<file path="src/hw/rtl/tta_pkg.sv">
// ----------------------------------------------------------------------------
// tta_pkg
// Shared types, register indexes, status codes and reset values of the
// tensor transpose address generator.
// ----------------------------------------------------------------------------
package tta_pkg;

	// fixed field widths
	localparam int AXIS_COUNT_W = 3;
	localparam int PERM_W       = 21;
	localparam int PERM_FIELD_W = 3;
	localparam int PERM_FIELDS  = 8;
	localparam int SHAPE_LOW_W  = 64;
	localparam int SHAPE_HIGH_W = 48;
	localparam int CFG_DATA_W   = 64;
	localparam int CFG_INDEX_W  = 2;
	localparam int OUT_INDEX_W  = 32;
	localparam int STATUS_W     = 2;
	localparam int AXIS_IDX_W   = 3;

	// register indexes
	localparam logic [CFG_INDEX_W-1:0] REG_AXIS_COUNT  = 2'd0;
	localparam logic [CFG_INDEX_W-1:0] REG_PERMUTATION = 2'd1;
	localparam logic [CFG_INDEX_W-1:0] REG_SHAPE_LOW   = 2'd2;
	localparam logic [CFG_INDEX_W-1:0] REG_SHAPE_HIGH  = 2'd3;

	// result status codes
	localparam logic [STATUS_W-1:0] STATUS_ELEMENT    = 2'd0;
	localparam logic [STATUS_W-1:0] STATUS_BAD_CONFIG = 2'd1;
	localparam logic [STATUS_W-1:0] STATUS_FINISHED   = 2'd2;

	// register reset values: one axis, identity permutation, all sizes one
	localparam logic [AXIS_COUNT_W-1:0] RST_AXIS_COUNT = 3'd1;
	localparam logic [PERM_W-1:0]       RST_PERM       = 21'd1754760;
	localparam logic [SHAPE_LOW_W-1:0]  RST_SHAPE_LOW  = 64'd281479271743489;
	localparam logic [SHAPE_HIGH_W-1:0] RST_SHAPE_HIGH = 48'd4295032833;

	typedef struct packed {
		logic [AXIS_COUNT_W-1:0] axis_count;
		logic [PERM_W-1:0]       perm;
		logic [SHAPE_LOW_W-1:0]  shape_low;
		logic [SHAPE_HIGH_W-1:0] shape_high;
	} cfg_t;

	// controller to datapath
	typedef struct packed {
		logic                  restart;
		logic                  prep_step;
		logic                  recomp_start;
		logic                  recomp_step;
		logic                  step;
		logic [AXIS_IDX_W-1:0] idx;
	} ctl_cmd_t;

	// datapath to controller
	typedef struct packed {
		logic                    err;
		logic                    walk_active;
		logic                    dirty;
		logic [AXIS_COUNT_W-1:0] n_used;
	} dp_status_t;

endpackage

</file>
<file path="src/hw/rtl/tta_cfg_regs.sv">
// ----------------------------------------------------------------------------
// tta_cfg_regs
// Configuration register file: axis count, permutation and input shape.
// ----------------------------------------------------------------------------
module tta_cfg_regs (
	input  logic                              clk,
	input  logic                              arst_n,
	input  logic                              cfg_write,
	input  logic [tta_pkg::CFG_INDEX_W-1:0]  cfg_index,
	input  logic [tta_pkg::CFG_DATA_W-1:0]   cfg_data,
	output tta_pkg::cfg_t                     cfg
);

	tta_pkg::cfg_t cfg_q;

	// register writes, truncated to each register's width
	always_ff @(posedge clk or negedge arst_n) begin
		if (!arst_n) begin
			cfg_q.axis_count <= tta_pkg::RST_AXIS_COUNT;
			cfg_q.perm       <= tta_pkg::RST_PERM;
			cfg_q.shape_low  <= tta_pkg::RST_SHAPE_LOW;
			cfg_q.shape_high <= tta_pkg::RST_SHAPE_HIGH;
		end else if (cfg_write) begin
			case (cfg_index)
				tta_pkg::REG_AXIS_COUNT: begin
					cfg_q.axis_count <= cfg_data[tta_pkg::AXIS_COUNT_W-1:0];
				end
				tta_pkg::REG_PERMUTATION: begin
					cfg_q.perm <= cfg_data[tta_pkg::PERM_W-1:0];
				end
				tta_pkg::REG_SHAPE_LOW: begin
					cfg_q.shape_low <= cfg_data[tta_pkg::SHAPE_LOW_W-1:0];
				end
				tta_pkg::REG_SHAPE_HIGH: begin
					cfg_q.shape_high <= cfg_data[tta_pkg::SHAPE_HIGH_W-1:0];
				end
				default: begin
					cfg_q <= cfg_q;
				end
			endcase
		end
	end

	assign cfg = cfg_q;

endmodule

</file>
<file path="config.mk">
export PLATFORM = sky130hd
export DESIGN_NAME = tta_cfg_regs
export DESIGN_NICKNAME = d
export VERILOG_FILES = /design/src/hw/rtl/tta_pkg.sv /design/src/hw/rtl/tta_cfg_regs.sv
export SDC_FILE = /design/constraint.sdc
export NUM_CORES = 1
export LEC_CHECK = 0
export BUFFER_PORTS_ARGS = -buffer_cell sky130_fd_sc_hd__buf_2
export CORE_UTILIZATION = 30
export DETAILED_ROUTE_END_ITERATION = 10
export REMOVE_ABC_BUFFERS = 1
export SLEW_MARGIN = 20
export SYNTH_ARGS = -nofsm -noshare
export SYNTH_HDL_FRONTEND = slang
export SYNTH_SLANG_ARGS = --single-unit
</file>
<file path="constraint.sdc">
create_clock -name clk -period 1.15 [get_ports clk]
set_input_delay 0.0575 -clock clk [delete_from_list [all_inputs] [get_ports clk]]
set_output_delay 0.0575 -clock clk [all_outputs]
set_load 0.02 [all_outputs]
</file>
==> metrics <==
I/O Buffers=204; DRC=0; All-Layer GR Usage=14.5%; placed instance area=6850 µm²; first-pass GRT wire length=20.3 mm; placed cell count=727; Fill cells=1539; Routed WL=13.0 mm; GP Congestion=0.724; post-layout minimum cycle time=1.13 ns; Worst-path clk slew=0.06 ns; most frequent cells after synthesis=dfrtp_1 (119), mux2_4 (80), mux2_2 (56), dfstp_2 (17), buf_8 (6); vias per cell=4.31; post-synthesis area per instance=18.8 µm²; critical path arrival=1.07 ns; Iteration-0 DRC Markers=86; Worst path top cell family by delay=flip-flops; CP max stage delay=0.54 ns; status=complete, no violations; Hold Fails Final Rpt=0; num ports=205; yosys warns=0; Worst Hold Class=primary input to asynchronous set/reset pin; clk sinks=136; Largest register FFs=136; Gate Count Post-Synth=290; RSZ-0062 raised after global routing=yes; Slew @ Worst Pin=0.440 ns; Die ar.=18700 µm²; worst rel slew slack=70.6%; vias in the first global route=3845; worst-path cell chain=buf_6; wire per inst=15.7 µm; post-synthesis sequential area ratio=63.0%; total power=16.2 mW; Final Hold Slack=0.136 ns; CP max-delay cell=dfstp_2; fin cells=825; largest net degree at the start of global routing=46; Synth area leader=dfrtp_1; worst-path fanout max=2; Crit. End Element=output port; Top FF cell, synth=dfrtp_1; PD cells=1960 nW/µm²; Req. time, crit path=1.09 ns; Area contributors post-synth=dfrtp_1 (55%), mux2_4 (22%), mux2_2 (12%); core area=17500 µm²; area grow syn2layout=51.4%; fmax=0.888 GHz; antenna-violating nets left=0; grt total ovfl=0; most frequent cell after synthesis=dfrtp_1; Max Slew Vio Count=0; max_cap viols=0; Finished Cell Area=8240 µm²; count of final setup violators=0; initial antenna violation count=1; antenna cells=0; EDFF count, synth=0; WP buf/inv=1; clock buffer depth=2; Root Buffer Master=clkbuf_16; worst skew pair latency=0.40 ns; die height=137 µm; Setup Skew=0 ns; synthesized flop and latch total=136; maximum VDD drop=0.000974 V; Initial Util=31.1%; Vias=3557; fin nets=656; TritonCTS clock tree=built; Netlist Area Pre-Place=5440 µm²; post-synth cell types=10; Synth top area share=54.8%; path type of the worst setup path=flop to output port; layout cell share with drive strength beyond 1=68.7%; Rows=48; period utilisation layout=97.9%; total number of H-tree levels=4; width of the die=137 µm; DP HPWL=8.83 mm; Leak=4.15 nW; Num CTS Buffers=17; post-layout util=47.1%; drt first pass iters=4; startpoint types=flop; Async SR Flop Fraction=100%
final cells by class:
type	instances	area, µm²	area share (%)
clock buffers	22	484	5.88
repair buffers	292	2030	24.7
well taps	225	282	3.42
clock inverters	10	141	1.72
multi-input cells	140	1870	22.7
flip-flops and latches	136	3420	41.6
metrics by stage:
stage / setup slack (ns) / setup TNS, ns
after floorplan: -2.34 / -205.01
after global placement: -0.0584 / -1.82
after detailed placement: -0.0786 / -2.55
after CTS: -0.000538 / -0.000918
after global routing: -0.0242 / -0.163
final: 0.0243 / 0
cell usage in the layout (no fill, tap or decap), drive strengths merged:
master and count:
nand3b 2, clkbuf 22, clkinv 4, nor3b 1, clkinvlp 2, inv 1, nand3 1, dfstp 17
dfrtp 119, dlygate4sd3 65, buf 227, bufinv 3, mux2 136
logic make-up (layout without fill, tap and decap cells):
logic type             Yosys count  after routing  synth area share (%)
muxes                          136            136                  33.7
DFF                            136            136                  63.0
buffers and inverters           14            324                  2.85
and+or+nand+nor                  4              4                 0.506
repair_timing:
item | CTS | global route
buffers inserted | 1 | 0
endpoints found under the setup margin | 17 | 16
hold endpoints to repair | 259 | 0
gates resized for setup | 29 | 5
hold buffers | 65 | 0
cloned | 0 | 0
power breakdown:
part | switching, mW | internal (mW)
registers | 0.516 | 5.79
logic | 2.12 | 2.05
clock network | 2.04 | 3.65
layer usage:
layer | up-vias | global-route usage, % | routed length [µm]
met5 | - | 0 | 10
met3 | 17 | 5.19 | 923
met2 | 132 | 23.5 | 6310
li1 | 1620 | - | -
met4 | 2 | 5.37 | 201
met1 | 1786 | 17.5 | 5530
path summary, 6_finish.rpt:
kind,end,cells after the start,slack [ns],from
max reg2reg,cfg[64]$_DFFE_PN1P_,2,0.33,cfg[64]$_DFFE_PN1P_
min reg2reg,cfg[124]$_DFFE_PN0P_,1,0.50,cfg[124]$_DFFE_PN0P_
min in group clk,cfg[135]$_DFFE_PN0P_,4,0.22,cfg_index[0]
max in group asynchronous,cfg[122]$_DFFE_PN1P_,3,0.44,arst_n
max,cfg[127],1,0.02,cfg[127]$_DFFE_PN1P_
min,cfg[28]$_DFFE_PN0P_,2,0.14,arst_n
No activity file was read; power rests on OpenSTA's default activity.
