==> src/hw/rtl/tta_pkg.sv <==
// ----------------------------------------------------------------------------
// tta_pkg
// Shared types, register indexes, status codes and reset values of the
// tensor transpose address generator.
// ----------------------------------------------------------------------------
package tta_pkg;

	// fixed field widths
	localparam int AXIS_COUNT_W = 3;
	localparam int PERM_W       = 21;
	localparam int PERM_FIELD_W = 3;
	localparam int PERM_FIELDS  = 8;
	localparam int SHAPE_LOW_W  = 64;
	localparam int SHAPE_HIGH_W = 48;
	localparam int CFG_DATA_W   = 64;
	localparam int CFG_INDEX_W  = 2;
	localparam int OUT_INDEX_W  = 32;
	localparam int STATUS_W     = 2;
	localparam int AXIS_IDX_W   = 3;

	// register indexes
	localparam logic [CFG_INDEX_W-1:0] REG_AXIS_COUNT  = 2'd0;
	localparam logic [CFG_INDEX_W-1:0] REG_PERMUTATION = 2'd1;
	localparam logic [CFG_INDEX_W-1:0] REG_SHAPE_LOW   = 2'd2;
	localparam logic [CFG_INDEX_W-1:0] REG_SHAPE_HIGH  = 2'd3;

	// result status codes
	localparam logic [STATUS_W-1:0] STATUS_ELEMENT    = 2'd0;
	localparam logic [STATUS_W-1:0] STATUS_BAD_CONFIG = 2'd1;
	localparam logic [STATUS_W-1:0] STATUS_FINISHED   = 2'd2;

	// register reset values: one axis, identity permutation, all sizes one
	localparam logic [AXIS_COUNT_W-1:0] RST_AXIS_COUNT = 3'd1;
	localparam logic [PERM_W-1:0]       RST_PERM       = 21'd1754760;
	localparam logic [SHAPE_LOW_W-1:0]  RST_SHAPE_LOW  = 64'd281479271743489;
	localparam logic [SHAPE_HIGH_W-1:0] RST_SHAPE_HIGH = 48'd4295032833;

	typedef struct packed {
		logic [AXIS_COUNT_W-1:0] axis_count;
		logic [PERM_W-1:0]       perm;
		logic [SHAPE_LOW_W-1:0]  shape_low;
		logic [SHAPE_HIGH_W-1:0] shape_high;
	} cfg_t;

	// controller to datapath
	typedef struct packed {
		logic                  restart;
		logic                  prep_step;
		logic                  recomp_start;
		logic                  recomp_step;
		logic                  step;
		logic [AXIS_IDX_W-1:0] idx;
	} ctl_cmd_t;

	// datapath to controller
	typedef struct packed {
		logic                    err;
		logic                    walk_active;
		logic                    dirty;
		logic [AXIS_COUNT_W-1:0] n_used;
	} dp_status_t;

endpackage

==> src/hw/rtl/tta_ctrl.sv <==
// ----------------------------------------------------------------------------
// tta_ctrl
// Sequencer for restart prep, lane recompute and element steps, plus the
// request/response handshake.
// ----------------------------------------------------------------------------
module tta_ctrl (
	input  logic                 clk,
	input  logic                 arst_n,
	input  logic                 req_valid,
	input  logic                 req_restart,
	output logic                 req_ready,
	output logic                 rsp_valid,
	input  logic                 rsp_ready,
	input  tta_pkg::dp_status_t  status,
	output tta_pkg::ctl_cmd_t    cmd
);

	localparam logic [1:0] ST_IDLE   = 2'd0;
	localparam logic [1:0] ST_PREP   = 2'd1;
	localparam logic [1:0] ST_RECOMP = 2'd2;
	localparam logic [1:0] ST_EMIT   = 2'd3;

	logic [1:0]                     state_q;
	logic [1:0]                     state_d;
	logic [tta_pkg::AXIS_IDX_W-1:0] idx_q;
	logic [tta_pkg::AXIS_IDX_W-1:0] idx_d;
	logic [tta_pkg::AXIS_IDX_W-1:0] last_axis;
	logic                           out_valid_q;
	logic                           accept;

	assign req_ready = (state_q == ST_IDLE) && (!out_valid_q || rsp_ready);
	assign rsp_valid = out_valid_q;
	assign accept    = req_valid && req_ready;
	assign last_axis = status.n_used - 3'd1;

	// next state and datapath commands
	always_comb begin
		cmd     = '0;
		state_d = state_q;
		idx_d   = idx_q;
		case (state_q)
			ST_IDLE: begin
				if (accept) begin
					if (req_restart) begin
						cmd.restart = 1'b1;
						idx_d       = last_axis;
						state_d     = ST_PREP;
					end else if (status.walk_active && !status.err && status.dirty) begin
						cmd.recomp_start = 1'b1;
						idx_d            = last_axis;
						state_d          = (status.n_used == '0) ? ST_EMIT : ST_RECOMP;
					end else begin
						cmd.step = 1'b1;
					end
				end
			end
			ST_PREP: begin
				if (status.err) begin
					state_d = ST_EMIT;
				end else begin
					cmd.prep_step = 1'b1;
					cmd.idx       = idx_q;
					if (idx_q == '0) begin
						cmd.recomp_start = 1'b1;
						idx_d            = last_axis;
						state_d          = ST_RECOMP;
					end else begin
						idx_d = idx_q - 1'b1;
					end
				end
			end
			ST_RECOMP: begin
				cmd.recomp_step = 1'b1;
				cmd.idx         = idx_q;
				if (idx_q == '0) begin
					state_d = ST_EMIT;
				end else begin
					idx_d = idx_q - 1'b1;
				end
			end
			ST_EMIT: begin
				cmd.step = 1'b1;
				state_d  = ST_IDLE;
			end
			default: begin
				state_d = ST_IDLE;
			end
		endcase
	end

	// state, axis index and response valid
	always_ff @(posedge clk or negedge arst_n) begin
		if (!arst_n) begin
			state_q     <= ST_IDLE;
			idx_q       <= '0;
			out_valid_q <= 1'b0;
		end else begin
			state_q <= state_d;
			idx_q   <= idx_d;
			if (cmd.step) begin
				out_valid_q <= 1'b1;
			end else if (rsp_ready) begin
				out_valid_q <= 1'b0;
			end
		end
	end

endmodule

==> config.mk <==
export PLATFORM = sky130hd
export DESIGN_NAME = tta_ctrl
export DESIGN_NICKNAME = d
export VERILOG_FILES = /design/src/hw/rtl/tta_pkg.sv /design/src/hw/rtl/tta_ctrl.sv
export SDC_FILE = /design/constraint.sdc
export NUM_CORES = 1
export LEC_CHECK = 0
export BUFFER_PORTS_ARGS = -buffer_cell sky130_fd_sc_hd__buf_2
export CORE_AREA = 2 2 39 41
export CTS_CLUSTER_SIZE = 14
export DETAILED_ROUTE_END_ITERATION = 8
export DIE_AREA = 0 0 41 43
export GPL_ROUTABILITY_DRIVEN = 1
export PLACE_DENSITY = 0.71
export REMOVE_ABC_BUFFERS = 1
export SETUP_SLACK_MARGIN = 0.05
export SYNTH_ARGS = -nofsm -noshare
export SYNTH_HDL_FRONTEND = slang
export SYNTH_SLANG_ARGS = --single-unit
==> constraint.sdc <==
create_clock -name clk -period 3.3 [get_ports clk]
set_input_delay 0.165 -clock clk [delete_from_list [all_inputs] [get_ports clk]]
set_output_delay 0.165 -clock clk [all_outputs]
set_load 0.02 [all_outputs]
==> results.sh, run 1 <==
export IMPL_wl_um=1274
export IMPL_post_cts_resized=0
export IMPL_avgRoutedWirePerCell_um=12.13
export IMPL_placed_cells=101
export IMPL_dieArea_mm2=0.001763
export IMPL_core_mm2=0.001384
export IMPL_clk_latency_ns=0.24
export IMPL_report_final_hold_viol_count=0
export IMPL_required_ns=3.13
export IMPL_drive_above_1_share=0.3034
export IMPL_port_buffers=20
export IMPL_final_util=0.5353
export IMPL_grt_pass1_vias=505
export IMPL_cts_sinks=6
export IMPL_via_count=540
export IMPL_max_freq_mhz=513.8
export IMPL_synth_seq_area_share=0.2553
export IMPL_die_y_um=43
export IMPL_antenna_found_initial=0
export IMPL_io_pins=21
export IMPL_die_w_um=41
export IMPL_htreeDepth=1
export IMPL_avgSynthCellArea_um2=9.047
export IMPL_finalClockSkew_ns=0.01050
export IMPL_crit_path_max_incr_delay_ns=0.39
export IMPL_cts_tree="done"
export IMPL_gp_congestion=0.7406
export IMPL_layoutNonFillerInstCount=105
export IMPL_path_class="reg2out"
export IMPL_row_count=14
export IMPL_grt_ovfl_total=0
export IMPL_ant_nets=0
export IMPL_start_util=0.4250
export IMPL_dr_pass1_iters=4
export IMPL_status="finished, final reports clean"
export IMPL_grt_max_degree=8
export IMPL_maxCapViolations=0
export IMPL_crit_chain="inv_1 > ha_1 > nor2b_1 > o21ai_0 > nor2_1 > buf_2"
export IMPL_crit_fanout=6
export IMPL_setup_tns_final_ns=0
export IMPL_min_path_type="in2reg"
export IMPL_drc=0
export IMPL_tightest_slew_ns=0.3565
export IMPL_arrival_ns=1.78
export IMPL_power_leakage_nw=0.3882
export IMPL_numCtsBuffers=3
export IMPL_worst_path_max_delay_cell="dfrtp_1"
export IMPL_cp_start_kind="register"
export IMPL_routed_via_density=5.143
export IMPL_ir_worst_vdd_v=0.0005361
export IMPL_track_usage=0.1729
export IMPL_maxSlewViolCount=0
export IMPL_area_growth_pct=25.96
export IMPL_synthesis_area_um2=588.1
export IMPL_ys_warn_count=0
export IMPL_synth_seq_cells=6
export IMPL_p_per_area_mw_per_mm2=1079
export IMPL_clockBufferDepth=2
export IMPL_rsz0062_at_grt="false"
export IMPL_drt_iter0_markers=8
export IMPL_yosys_cell_types_count=25
export IMPL_cts_root_buf="clkbuf_4"
export IMPL_grt_pass1_wl_um=1987
export IMPL_antenna_cells=0
export IMPL_min_period_over_period=0.5898
export IMPL_clkTransAtPathRegs_ns=0.05
export IMPL_setup_viol=0
export IMPL_slew_headroom=0.7615
export IMPL_finish_net_count=110
export IMPL_dpl_hpwl_um=1050
export IMPL_min_period_ns=1.946
export IMPL_cp_end_kind="primary output"
export IMPL_syn_inst=65
==> cells in the final DEF, fill, tap and decap left out, drive strengths merged <==
master,Yosys,routed
nor2b,2,2
and2,1,1
a41oi,1,1
inv,10,10
a21oi,5,5
dlygate4sd3,0,1
o32a,2,2
buf,0,20
o21a,1,1
mux2,2,2
a221o,2,2
o32ai,1,1
clkbuf,0,3
mux2i,3,3
o21ai,2,2
nor2,6,6
a211oi,1,1
dfrtp,6,6
nand3b,1,1
nand2,4,4
xnor2,2,2
o31ai,1,1
a221oi,1,1
ha,8,8
nand2b,3,3
==> power breakdown <==
part / leakage [nW] / switching, mW / internal [mW]
Combinational: 0.300 / 0.332 / 0.259
Clock: 0.0138 / 0.0265 / 0.0411
Sequential: 0.0740 / 0.0277 / 0.113
==> state kept, by name, summed over array words and instances (netlist names) <==
| register | cells |
|---|---|
| state_q | 2 |
| rsp_valid | 1 |
| idx_q | 3 |
==> worst max-delay path: cells and delay by family (launching register included) <==
family / cells / cell delay, ns
and+or+nand+nor: 2 / 0.42
DFF: 1 / 0.39
buffers and inverters: 2 / 0.28
AOI/OAI and AO/OA: 1 / 0.19
adders and majority gates: 1 / 0.27
==> per-layer routing <==
metal	part of all wire	vias up	wire [µm]	track usage
met4	0.013	0	17	0.1000
met3	0.034	2	43	0.04712
met5	0	-	0	0
met1	0.47	250	599	0.2237
met2	0.48	10	614	0.2469
li1	-	278	-	-
==> synth_stat cells (all sizes together) <==
cell	number	share of area
nor2	6	0.038
a211oi	1	0.013
o21ai	2	0.017
xnor2	2	0.030
nor2b	2	0.026
ha	8	0.17
mux2i	3	0.051
dfrtp	6	0.26
inv	10	0.064
o31ai	1	0.013
a41oi	1	0.015
a221oi	1	0.045
nand2b	3	0.032
o32ai	1	0.015
o21a	1	0.013
nand2	4	0.026
a221o	2	0.034
mux2	2	0.045
nand3b	1	0.013
and2	1	0.011
a21oi	5	0.043
o32a	2	0.034
==> repair_timing <==
item / CTS / global route
hold buffers: 1 / 0
buffers inserted: 0 / 0
endpoints found under the hold margin: 6 / 0
==> logic make-up (layout without fill, tap and decap cells) <==
group,Yosys count,in the layout,synth area share
AOI/OAI and AO/OA,17,17,0.2405
and+or+nand+nor,17,17,0.1447
buffers and inverters,10,34,0.06382
adders and majority gates,8,8,0.1702
DFF,6,6,0.2553
muxes,5,5,0.09574
xor gates and xnor gates,2,2,0.02979
==> worst paths after layout <==
path	cells after the start	startpoint	to	slack, ns
max reg2reg	6	idx_q[0]	idx_q[2]	1.39
max	6	state_q[1]	cmd[1]	1.35
max in group asynchronous	2	arst_n	rsp_valid	2.87
min	3	status[0]	idx_q[0]	0.25
min in group asynchronous	2	arst_n	idx_q[1]	0.27
min reg2reg	2	rsp_valid	rsp_valid	0.54
==> metrics by stage <==
step | setup WS [ns] | hold slack, ns | power, mW | cell area, µm²
floorplan | 1.432 | -0.1306 | 0.5975 | 588.1
global placement | 1.410 | -0.0009523 | 0.7195 | 708.2
detailed placement | 1.398 | -0.001250 | 0.7295 | 708.2
CTS | 1.365 | 0.2411 | 0.8036 | 740.7
global route | 1.195 | 0.2792 | 0.8667 | 740.7
finish | 1.354 | 0.2485 | 0.7989 | 740.7
==> final cells by class <==
class | count | area [µm²]
clock buffers | 3 | 22.52
fillers | 138 | 643.1
inverters | 10 | 37.54
multi-input cells | 49 | 400.4
flip-flops and latches | 6 | 150.1
well taps | 16 | 20.02
repair buffers | 21 | 110.1
Power figures use the tool's default switching activity.
==> run 2, diff against run 1 <==
- CORE_AREA: 2 2 39 41 -> unset
- CORE_UTILIZATION: unset -> 42
- DIE_AREA: 0 0 41 43 -> unset
- clock period: 3.3 -> 1.7 ns (I/O delays scaled with it)
==> results.sh, run 2 (synthesis results as in run 1) <==
export IMPL_status="finished, violations left"
export IMPL_failed_checks="setup timing"
export IMPL_clkPwrFrac=0.054
export IMPL_die_y_um=39.42
export IMPL_drive_above_1_share=0.5856
export IMPL_placed_cells=114
export IMPL_fin_hold_ws_ns=0.1831
export IMPL_maxCapViolations=0
export IMPL_grt_max_degree=7
export IMPL_crit_path_max_incr_delay_ns=0.45
export IMPL_routed_via_density=5.754
export IMPL_port_buffers=20
export IMPL_dpl_hpwl_um=1223
export IMPL_crit_chain="inv_4 > ha_4 > buf_6 > and2_4 > nand2_2 > o31ai_1 > buf_2"
export IMPL_core_mm2=0.001301
export IMPL_largest_register_ffs=3
export IMPL_grt_pass1_wl_um=3015
export IMPL_drt_iter0_markers=13
export IMPL_wl_um=2184
export IMPL_report_final_hold_viol_count=0
export IMPL_finish_net_count=132
export IMPL_clkTransAtPathRegs_ns=0.05
export IMPL_min_path_type="in2async"
export IMPL_antenna_found_initial=0
export IMPL_via_count=725
export IMPL_cts_sinks=6
export IMPL_path_class="reg2out"
export IMPL_place_ws_ns=-0.06763
export IMPL_comb_power_share=0.823
export IMPL_tightest_slew_ns=0.3395
export IMPL_clockBufferDepth=2
export IMPL_ir_worst_vdd_v=0.001376
export IMPL_grt_ovfl_total=0
export IMPL_min_period_ns=1.792
export IMPL_final_cell_mix="buf_4, buf_2, nor2_1"
export IMPL_cp_end_kind="primary output"
export IMPL_fin_area_mm2=0.001047
export IMPL_start_util=0.4519
export IMPL_dpl_cell_area_um2=812.0
export IMPL_power_leakage_nw=0.5128
export IMPL_swShare=0.4464
export IMPL_p_per_area_mw_per_mm2=2385
export IMPL_numCtsBuffers=3
export IMPL_antenna_cells=0
export IMPL_setup_ws_ns=-0.09150
export IMPL_required_ns=1.62
export IMPL_io_pins=21
export IMPL_p_int_mw=1.383
export IMPL_seq_power_share=0.122
export IMPL_switching_power_mw=1.115
export IMPL_largest_register="idx_q"
export IMPL_rsz0062_at_grt="true"
export IMPL_finalClockSkew_ns=0.007967
export IMPL_layout_commonest_cell="buf_4"
export IMPL_worst_path_max_delay_cell="dfrtp_2"
export IMPL_setup_viol=4
export IMPL_area_growth_pct=78.08
export IMPL_min_period_over_period=1.054
export IMPL_grt_pass1_vias=626
export IMPL_die_w_um=39.42
export IMPL_cts_tree="done"
export IMPL_cts_root_buf="clkbuf_4"
export IMPL_max_freq_mhz=558.2
export IMPL_ant_nets=0
export IMPL_avgRoutedWirePerCell_um=17.33
export IMPL_dieArea_mm2=0.001554
export IMPL_htreeDepth=1
export IMPL_drc=0
export IMPL_arrival_ns=1.71
export IMPL_dr_pass1_iters=5
export IMPL_track_usage=0.3191
export IMPL_layoutNonFillerInstCount=126
export IMPL_cp_start_kind="register"
export IMPL_clk_latency_ns=0.25
export IMPL_gp_congestion=0.8141
export IMPL_slew_headroom=0.7730
export IMPL_crit_fanout=3
export IMPL_row_count=13
export IMPL_maxSlewViolCount=0
run 2: changes by cell type in the layout (fill, tap and decap cells not counted), sizes merged:
| cell | change |
|---|---|
| buf | +22 |
run 2: area by class of cell:
cell class / count / area, µm²
multi-input cells: 49 / 514.2
repair buffers: 43 / 300.3
fillers: 81 / 254.0
flip-flops and latches: 6 / 151.4
inverters: 10 / 40.04
clock buffers: 3 / 22.52
well taps: 15 / 18.77
run 2: metrics by stage:
step	utilization	setup TNS (ns)	power, mW
2_1_floorplan	-	-0.5023	1.160
3_3_place_gp	0.6240	0	1.690
3_5_place_dp	0.6240	-0.1484	1.729
4_1_cts	0.7760	-0.01523	2.238
5_1_grt	0.8048	-0.4993	2.638
6_report	0.8048	-0.1759	2.497
run 2: worst max-delay path, delay by kind of cell, from the launching register on:
family / cells / cell delay (ns)
buffers and inverters: 3 / 0.40
AO/OA/AOI/OAI: 1 / 0.23
AND/OR/NAND/NOR: 2 / 0.23
adder cells (fa/ha/maj): 1 / 0.14
flip-flops: 1 / 0.45
run 2: metal layers:
metal / part of all wire / GRT usage / wire length (µm) / vias up
li1: - / - / - / 331
met1: 0.40 / 0.3589 / 874 / 343
met2: 0.49 / 0.5287 / 1076 / 39
met3: 0.063 / 0.08523 / 137 / 12
met4: 0.043 / 0.1897 / 95 / 0
met5: 0 / 0 / 0 / -
run 2: what timing repair did:
item,CTS,global route
resized for setup,28,7
setup buffers,8,1
hold endpoints to repair,6,0
pin swaps,6,5
cloned,0,0
endpoints found under the setup margin,11,11
hold buffers,1,0
run 2: path summary, 6_finish.rpt:
kind	endpoint	cells past startpoint	slack (ns)	from
min	idx_q[1]	2	0.18	arst_n
max reg2reg	idx_q[2]	5	-0.05	state_q[0]
min in group clk	idx_q[0]	3	0.19	status[0]
min reg2reg	rsp_valid	2	0.62	rsp_valid
max	cmd[5]	7	-0.09	state_q[0]
max in group asynchronous	state_q[0]	2	1.34	arst_n
run 2: power by group through the flow:
stage | clock (mW) | combinational [mW] | sequential [mW]
3_3_place_gp | 0 | 1.42 | 0.271
4_1_cts | 0.138 | 1.81 | 0.287
3_5_place_dp | 0 | 1.45 | 0.277
5_1_grt | 0.145 | 2.18 | 0.312
2_1_floorplan | 0 | 0.886 | 0.274
6_report | 0.136 | 2.06 | 0.306
