--- config.mk ---
export PLATFORM = sky130hd
export DESIGN_NAME = tta_datapath
export DESIGN_NICKNAME = d
export VERILOG_FILES = /design/src/hw/rtl/tta_pkg.sv /design/src/hw/rtl/tta_datapath.sv
export SDC_FILE = /design/constraint.sdc
export NUM_CORES = 2
export LEC_CHECK = 0
export BUFFER_PORTS_ARGS = -buffer_cell sky130_fd_sc_hd__buf_2
export CAP_MARGIN = 10
export CELL_PAD_IN_SITES_DETAIL_PLACEMENT = 0
export CELL_PAD_IN_SITES_GLOBAL_PLACEMENT = 1
export CORE_UTILIZATION = 40
export DETAILED_ROUTE_END_ITERATION = 12
export PLACE_DENSITY = 0.74
export SYNTH_ARGS = -nofsm -noshare
export SYNTH_HDL_FRONTEND = slang
export SYNTH_SLANG_ARGS = --single-unit
--- constraint.sdc ---
create_clock -name clk -period 10.85 [get_ports clk]
set_input_delay 3.255 -clock clk [delete_from_list [all_inputs] [get_ports clk]]
set_output_delay 3.255 -clock clk [all_outputs]
set_load 0.01 [all_outputs]
--- src/hw/rtl/tta_pkg.sv ---
// ----------------------------------------------------------------------------
// tta_pkg
// Shared types, register indexes, status codes and reset values of the
// tensor transpose address generator.
// ----------------------------------------------------------------------------
package tta_pkg;

	// fixed field widths
	localparam int AXIS_COUNT_W = 3;
	localparam int PERM_W       = 21;
	localparam int PERM_FIELD_W = 3;
	localparam int PERM_FIELDS  = 8;
	localparam int SHAPE_LOW_W  = 64;
	localparam int SHAPE_HIGH_W = 48;
	localparam int CFG_DATA_W   = 64;
	localparam int CFG_INDEX_W  = 2;
	localparam int OUT_INDEX_W  = 32;
	localparam int STATUS_W     = 2;
	localparam int AXIS_IDX_W   = 3;

	// register indexes
	localparam logic [CFG_INDEX_W-1:0] REG_AXIS_COUNT  = 2'd0;
	localparam logic [CFG_INDEX_W-1:0] REG_PERMUTATION = 2'd1;
	localparam logic [CFG_INDEX_W-1:0] REG_SHAPE_LOW   = 2'd2;
	localparam logic [CFG_INDEX_W-1:0] REG_SHAPE_HIGH  = 2'd3;

	// result status codes
	localparam logic [STATUS_W-1:0] STATUS_ELEMENT    = 2'd0;
	localparam logic [STATUS_W-1:0] STATUS_BAD_CONFIG = 2'd1;
	localparam logic [STATUS_W-1:0] STATUS_FINISHED   = 2'd2;

	// register reset values: one axis, identity permutation, all sizes one
	localparam logic [AXIS_COUNT_W-1:0] RST_AXIS_COUNT = 3'd1;
	localparam logic [PERM_W-1:0]       RST_PERM       = 21'd1754760;
	localparam logic [SHAPE_LOW_W-1:0]  RST_SHAPE_LOW  = 64'd281479271743489;
	localparam logic [SHAPE_HIGH_W-1:0] RST_SHAPE_HIGH = 48'd4295032833;

	typedef struct packed {
		logic [AXIS_COUNT_W-1:0] axis_count;
		logic [PERM_W-1:0]       perm;
		logic [SHAPE_LOW_W-1:0]  shape_low;
		logic [SHAPE_HIGH_W-1:0] shape_high;
	} cfg_t;

	// controller to datapath
	typedef struct packed {
		logic                  restart;
		logic                  prep_step;
		logic                  recomp_start;
		logic                  recomp_step;
		logic                  step;
		logic [AXIS_IDX_W-1:0] idx;
	} ctl_cmd_t;

	// datapath to controller
	typedef struct packed {
		logic                    err;
		logic                    walk_active;
		logic                    dirty;
		logic [AXIS_COUNT_W-1:0] n_used;
	} dp_status_t;

endpackage

--- src/hw/rtl/tta_datapath.sv ---
// ----------------------------------------------------------------------------
// tta_datapath
// Strides, per-axis odometer, suffix offset sums and the response register.
// ----------------------------------------------------------------------------
module tta_datapath #(
	parameter int MAX_AXES   = 7,
	parameter int DIM_BITS   = 16,
	parameter int INDEX_BITS = 32
) (
	input  logic                              clk,
	input  logic                              arst_n,
	input  tta_pkg::cfg_t                     cfg,
	input  logic                              cfg_write,
	input  tta_pkg::ctl_cmd_t                 cmd,
	output tta_pkg::dp_status_t               status,
	output logic [tta_pkg::OUT_INDEX_W-1:0]  source_index,
	output logic [tta_pkg::OUT_INDEX_W-1:0]  dest_index,
	output logic                              last_element,
	output logic [tta_pkg::STATUS_W-1:0]     status_code
);

	localparam int AW = $clog2(MAX_AXES);
	localparam int PW = INDEX_BITS + DIM_BITS + 1;
	localparam logic [PW-1:0] PROD_LIMIT = PW'(1) << INDEX_BITS;

	// configuration views
	logic [DIM_BITS-1:0]                dims [MAX_AXES];
	logic [tta_pkg::PERM_FIELD_W-1:0]   pf [tta_pkg::PERM_FIELDS];
	logic [127:0]                       low_ext;
	logic [127:0]                       high_ext;
	logic [tta_pkg::PERM_FIELDS*tta_pkg::PERM_FIELD_W-1:0] perm_ext;
	logic [tta_pkg::AXIS_COUNT_W-1:0]   n_used;

	// walk state
	logic [DIM_BITS-1:0]   counter_q  [MAX_AXES];
	logic [INDEX_BITS-1:0] stride_q   [MAX_AXES];
	logic [DIM_BITS-1:0]   lane_lim_q [MAX_AXES];
	logic [INDEX_BITS-1:0] lane_st_q  [MAX_AXES];
	logic [INDEX_BITS-1:0] sfx_q      [MAX_AXES];
	logic [INDEX_BITS-1:0] sfx_next   [MAX_AXES];
	logic [INDEX_BITS-1:0] src_q;
	logic [INDEX_BITS-1:0] dest_q;
	logic [INDEX_BITS:0]   total_q;
	logic [INDEX_BITS-1:0] acc_q;
	logic                  err_q;
	logic                  walk_q;
	logic                  dirty_q;

	// response register
	logic [tta_pkg::OUT_INDEX_W-1:0] src_out_q;
	logic [tta_pkg::OUT_INDEX_W-1:0] dest_out_q;
	logic                            last_out_q;
	logic [tta_pkg::STATUS_W-1:0]    status_out_q;

	// restart checks
	logic bad_n;
	logic bad_perm;

	// shared unit for prep and recompute
	logic [AW-1:0]                    k;
	logic [AW-1:0]                    km1;
	logic [tta_pkg::PERM_FIELD_W-1:0] rp;
	logic                             rp_ok;
	logic [AW-1:0]                    rpa;
	logic [AW-1:0]                    dsel_idx;
	logic [DIM_BITS-1:0]              dsel;
	logic [PW-1:0]                    prod;
	logic                             prep_bad;
	logic [DIM_BITS-1:0]              rl;
	logic [INDEX_BITS-1:0]            rs;
	logic [DIM_BITS+INDEX_BITS-1:0]   rmul;
	logic [INDEX_BITS-1:0]            rsum;

	// odometer step
	logic [MAX_AXES-1:0]   used;
	logic [MAX_AXES-1:0]   can;
	logic                  found;
	logic [AW-1:0]         kf;
	logic [INDEX_BITS-1:0] delta;
	logic                  walk_ok;

	assign low_ext  = {64'b0, cfg.shape_low};
	assign high_ext = {80'b0, cfg.shape_high};
	assign perm_ext = {3'b0, cfg.perm};

	// input sizes per axis, zero beyond the register bits
	for (genvar a = 0; a < MAX_AXES; a++) begin : g_dims
		if (a < 4) begin : g_low
			if (a * DIM_BITS < 64) begin : g_in
				assign dims[a] = low_ext[a*DIM_BITS +: DIM_BITS];
			end else begin : g_out
				assign dims[a] = '0;
			end
		end else begin : g_high
			if ((a - 4) * DIM_BITS < 64) begin : g_in
				assign dims[a] = high_ext[(a-4)*DIM_BITS +: DIM_BITS];
			end else begin : g_out
				assign dims[a] = '0;
			end
		end
	end

	for (genvar i = 0; i < tta_pkg::PERM_FIELDS; i++) begin : g_perm
		assign pf[i] = perm_ext[i*tta_pkg::PERM_FIELD_W +: tta_pkg::PERM_FIELD_W];
	end

	assign n_used = ({1'b0, cfg.axis_count} > 4'(MAX_AXES)) ?
		tta_pkg::AXIS_COUNT_W'(MAX_AXES) : cfg.axis_count;

	// axis count and permutation checks at restart
	assign bad_n = (cfg.axis_count == '0) || ({1'b0, cfg.axis_count} > 4'(MAX_AXES));

	always_comb begin
		bad_perm = 1'b0;
		for (int i = 0; i < tta_pkg::PERM_FIELDS; i++) begin
			if (3'(i) < cfg.axis_count) begin
				if (pf[i] >= cfg.axis_count) begin
					bad_perm = 1'b1;
				end
				for (int j = 0; j < i; j++) begin
					if (pf[j] == pf[i]) begin
						bad_perm = 1'b1;
					end
				end
			end
		end
	end

	// one multiply per cycle: total/stride during prep, lane offset in recompute
	assign k        = cmd.idx[AW-1:0];
	assign km1      = k - 1'b1;
	assign rp       = pf[cmd.idx];
	assign rp_ok    = {1'b0, rp} < 4'(MAX_AXES);
	assign rpa      = rp[AW-1:0];
	assign dsel_idx = cmd.recomp_step ? rpa : k;
	assign dsel     = dims[dsel_idx];
	assign prod     = total_q * dsel;
	assign prep_bad = (dsel == '0) || (prod > PROD_LIMIT);
	assign rl       = rp_ok ? dsel : DIM_BITS'(1);
	assign rs       = rp_ok ? stride_q[rpa] : '0;
	assign rmul     = counter_q[k] * rs;
	assign rsum     = rmul[INDEX_BITS-1:0] + acc_q;

	// odometer carry search over the used output axes
	for (genvar a = 0; a < MAX_AXES; a++) begin : g_lane
		logic [DIM_BITS:0] cnt_inc;
		assign used[a]  = 3'(a) < n_used;
		assign cnt_inc  = {1'b0, counter_q[a]} + 1'b1;
		assign can[a]   = used[a] && (cnt_inc < {1'b0, lane_lim_q[a]});
		if (a + 1 < MAX_AXES) begin : g_sfx
			assign sfx_next[a] = sfx_q[a+1];
		end else begin : g_sfx_end
			assign sfx_next[a] = '0;
		end
	end

	always_comb begin
		found = 1'b0;
		kf    = '0;
		for (int a = 0; a < MAX_AXES; a++) begin
			if (can[a]) begin
				found = 1'b1;
				kf    = AW'(a);
			end
		end
	end

	assign delta   = found ? (lane_st_q[kf] - sfx_next[kf]) : ('0 - sfx_q[0]);
	assign walk_ok = !err_q && walk_q;

	// control flags
	always_ff @(posedge clk or negedge arst_n) begin
		if (!arst_n) begin
			err_q   <= 1'b0;
			walk_q  <= 1'b0;
			dirty_q <= 1'b0;
		end else begin
			if (cmd.restart) begin
				err_q  <= bad_n || bad_perm;
				walk_q <= 1'b1;
			end
			if (cmd.prep_step && prep_bad) begin
				err_q <= 1'b1;
			end
			if (cfg_write) begin
				dirty_q <= 1'b1;
			end else if (cmd.recomp_start) begin
				dirty_q <= 1'b0;
			end
			if (cmd.step && walk_ok && !found) begin
				walk_q <= 1'b0;
			end
		end
	end

	// walk state updates
	always_ff @(posedge clk) begin
		if (cmd.restart) begin
			for (int a = 0; a < MAX_AXES; a++) begin
				counter_q[a] <= '0;
				sfx_q[a]     <= '0;
				stride_q[a]  <= (3'(a) == cfg.axis_count - 3'd1) ? INDEX_BITS'(1) : '0;
			end
			src_q   <= '0;
			dest_q  <= '0;
			total_q <= (INDEX_BITS+1)'(1);
		end
		if (cmd.prep_step) begin
			if (!prep_bad) begin
				total_q <= prod[INDEX_BITS:0];
			end
			if (k != '0) begin
				stride_q[km1] <= prod[INDEX_BITS-1:0];
			end
		end
		if (cmd.recomp_start) begin
			for (int a = 0; a < MAX_AXES; a++) begin
				sfx_q[a] <= '0;
			end
			acc_q <= '0;
		end
		if (cmd.recomp_step) begin
			lane_lim_q[k] <= rl;
			lane_st_q[k]  <= rs;
			sfx_q[k]      <= rsum;
			acc_q         <= rsum;
		end
		if (cmd.step && walk_ok) begin
			dest_q <= dest_q + 1'b1;
			src_q  <= src_q + delta;
			for (int a = 0; a < MAX_AXES; a++) begin
				if (found && AW'(a) <= kf) begin
					sfx_q[a] <= sfx_q[a] + delta;
				end else begin
					sfx_q[a] <= '0;
				end
				if (found && AW'(a) == kf) begin
					counter_q[a] <= counter_q[a] + 1'b1;
				end else if (used[a] && (!found || AW'(a) > kf)) begin
					counter_q[a] <= '0;
				end
			end
		end
	end

	// response register
	always_ff @(posedge clk) begin
		if (cmd.step) begin
			if (err_q) begin
				src_out_q    <= '0;
				dest_out_q   <= '0;
				last_out_q   <= 1'b0;
				status_out_q <= tta_pkg::STATUS_BAD_CONFIG;
			end else if (!walk_q) begin
				src_out_q    <= '0;
				dest_out_q   <= '0;
				last_out_q   <= 1'b0;
				status_out_q <= tta_pkg::STATUS_FINISHED;
			end else begin
				src_out_q    <= tta_pkg::OUT_INDEX_W'(src_q);
				dest_out_q   <= tta_pkg::OUT_INDEX_W'(dest_q);
				last_out_q   <= !found;
				status_out_q <= tta_pkg::STATUS_ELEMENT;
			end
		end
	end

	assign source_index = src_out_q;
	assign dest_index   = dest_out_q;
	assign last_element = last_out_q;
	assign status_code  = status_out_q;

	assign status.err         = err_q;
	assign status.walk_active = walk_q;
	assign status.dirty       = dirty_q;
	assign status.n_used      = n_used;

endmodule

==> results.json <==
{
  "clock_sinks": 1095,
  "syn_to_final_growth_pct": 25.5,
  "synth_cells": 9713,
  "io_buffers": 219,
  "hold_slack_ns": 0.487,
  "yosysTopAreaCell": "edfxtp_1",
  "dp_slack_ns": -1.80,
  "async_flop_share_pct": 0.274,
  "required_ns": 11.54,
  "outcome": "finished with violations",
  "synth_most_common_cell": "nand2_1",
  "synth_seq_area_share_pct": 34.6,
  "antenna_found_initial": 16,
  "coreArea_um2": 233000,
  "reg2reg_setup_slack_ns": 0.20,
  "slew_violations": 0,
  "ios": 220,
  "cts_root_buf": "clkbuf_16",
  "max_slew_margin_pct": 0.932,
  "final_core_util_pct": 50.7,
  "synth_ff_type": "edfxtp_1",
  "grt.total_usage_pct": 28.6,
  "finalHoldViolCount": 0,
  "drtIter0Drc": 7211,
  "die_h_um": 487,
  "drv_cap": 1,
  "cp-end-kind": "flip-flop",
  "die_area_um2": 237000,
  "synth.top_cells.by_count": "nand2_1, inv_1, edfxtp_1",
  "crit_type": "in2reg",
  "netlist_area_um2": 94100,
  "clk_pin_slew_worst_paths_ns": 0.07,
  "worst_pin_slew_ns": 1.47,
  "htreeDepth": 4,
  "clock_latency_ns": 0.82,
  "grt_pass1_wl_um": 510000,
  "synth_top_area_share_pct": 33.8,
  "reg2reg_from": "counter_q[1][3]$_SDFFCE_PP0P_",
  "ys_types": 107,
  "layout.nets": 12800,
  "hold_class": "reg2reg",
  "yosys_warnings": 0,
  "finalCriticalPeriod_ns": 11.52,
  "setup_viol_count_final": 43,
  "cts_buffers": 134,
  "cts_hold_buf": 0,
  "final.setup.tns_ns": -20.15,
  "drive_gt1_share_pct": 21.5,
  "synth.net_count": 11200,
  "fin_ws_ns": -0.670,
  "num_vias": 80500,
  "clockBufferDepth": 3,
  "worstHoldStart": "dirty_q$_DFFE_PN0P_",
  "cts_tree": "built",
  "skew_ns": 0.0684,
  "detail-route-antenna-nets": 0,
  "grt_pass1_vias": 82000,
  "period_share_pct": 106,
  "grt_overflow": 0,
  "dp_hpwl_um": 262000,
  "synth_edf_count": 1059,
  "nFillCells": 21200,
  "worst_ep_arrival_time_ns": 12.21,
  "reg2reg_depth": 49,
  "die_w_um": 487,
  "drc": 0,
  "crit_path_start_kind": "input pin",
  "initial_core_util_pct": 40.4,
  "gp_congestion": 0.961,
  "cp_max_fo": 7,
  "slowest_stage": "fa_1",
  "rsz0062_at_grt": "true",
  "crit_end": "total_q[2]$_DFF_P_",
  "ys_top_cells_by_area": "edfxtp_1, fa_1, ha_1, nand2_1, inv_1",
  "r2r_end": "sfx_q[3][31]$_DFFE_PP_",
  "grt_start_max_net_pins": 73,
  "core.rowCount": 177,
  "critical-path-max-stage-delay_ns": 0.56,
  "ys_ff_latch": 1095,
  "fmax_ghz": 0.0868,
  "avgSynthCellArea_um2": 9.69,
  "setup.worst_path.start": "cmd[0]",
  "wire_per_inst_um": 23.6,
  "violations": "max-capacitance violations, negative setup slack",
  "drt-pass1-iter-count": 6,
  "wl_um": 343000,
  "viasPerCell": 5.54
}
## area by class of cell
type	instances	area, um2	area share [%]
Clock inverter	89	1060	0.901
Timing Repair Buffer	1877	15600	13.2
Multi-Input combinational cell	7049	57400	48.6
Sequential cell	1095	32500	27.5
Clock buffer	155	3450	2.92
Tap cell	3132	3920	3.32
Inverter	1119	4200	3.56
Antenna cell	8	20.0	0.0169
## stage by stage
step | cell area, um2 | cells
6_report | 118000 | 14500
5_1_grt | 118000 | 14500
3_3_place_gp | 111000 | 14200
4_1_cts | 117000 | 14500
3_5_place_dp | 111000 | 14200
2_1_floorplan | 94900 | 9713
## layout by cell type (no fill, tap or decap), types with 166 or more instances in the layout
| cell type | n |
|---|---|
| buf_2 | 213 |
| o21ai_0 | 274 |
| edfxtp_1 | 1059 |
| nand3_1 | 166 |
| fa_1 | 763 |
| nor2_1 | 661 |
| buf_4 | 1489 |
| ha_1 | 595 |
| nand2_1 | 1369 |
| a21oi_1 | 454 |
| xnor2_1 | 290 |
| and2_1 | 292 |
| inv_1 | 1108 |
| o22ai_1 | 172 |
| xor2_1 | 233 |
## registers in the layout (all words and copies together) (netlist names)
name          count
acc_q            32
counter_q       112
dest_index       32
dest_q           32
dirty_q           1
err_q             1
lane_lim_q      112
lane_st_q       224
last_element      1
sfx_q           224
source_index     32
src_q            32
status_code       2
stride_q        224
total_q          33
walk_q            1
## per-layer routing
| layer | track usage [%] | share of wire [%] | vias up |
|---|---|---|---|
| met4 | 15.2 | 6.0 | 12 |
| met3 | 3.87 | 7.1 | 680 |
| met5 | 0 | 0.024 | - |
| met2 | 47.2 | 47 | 3209 |
| li1 | - | - | 36300 |
| met1 | 36.4 | 40 | 40300 |
## timing repair
item,4_1_cts,5_1_grt
gates cloned,11,6
pin swaps,53,81
gates resized for setup,173,137
hold endpoints to repair,0,0
endpoints found under the setup margin,86,128
buffers inserted,47,33
## kinds of logic (layout without fill, tap and decap cells)
family / Yosys count / after routing / share of synthesized area, %
adders and majority gates: 1387 / 1387 / 24.6
other: 0 / 8 / 0
and+or+nand+nor: 3223 / 3223 / 15.7
muxes: 143 / 143 / 1.69
xor gates and xnor gates: 538 / 538 / 5.12
AOI/OAI and AO/OA: 1757 / 1758 / 11.9
DFF: 1095 / 1095 / 34.6
buffers and inverters: 1570 / 3240 / 6.39
## worst min path at each step
stage,slack (ns),endpoint,cells past startpoint
after global routing,0.51,dirty_q$_DFFE_PN0P_,1
after global placement,0.46,dirty_q$_DFFE_PN0P_,1
after CTS,0.49,dirty_q$_DFFE_PN0P_,1
final,0.49,dirty_q$_DFFE_PN0P_,1
after floorplan,0.45,dirty_q$_DFFE_PN0P_,1
after detailed placement,0.47,dirty_q$_DFFE_PN0P_,1
## critical path, delay by kind of cell
family / cells / cell delay [ns]
adder cells (fa/ha/maj): 7 / 3.20
buffers and inverters: 16 / 1.80
AO/OA/AOI/OAI: 9 / 1.67
AND/OR/NAND/NOR: 6 / 1.14
multiplexers: 5 / 1.14
Power is left out: the tool's default activity adds up to more than one toggle a clock period on the data nets, which glitch-free logic cannot reach.
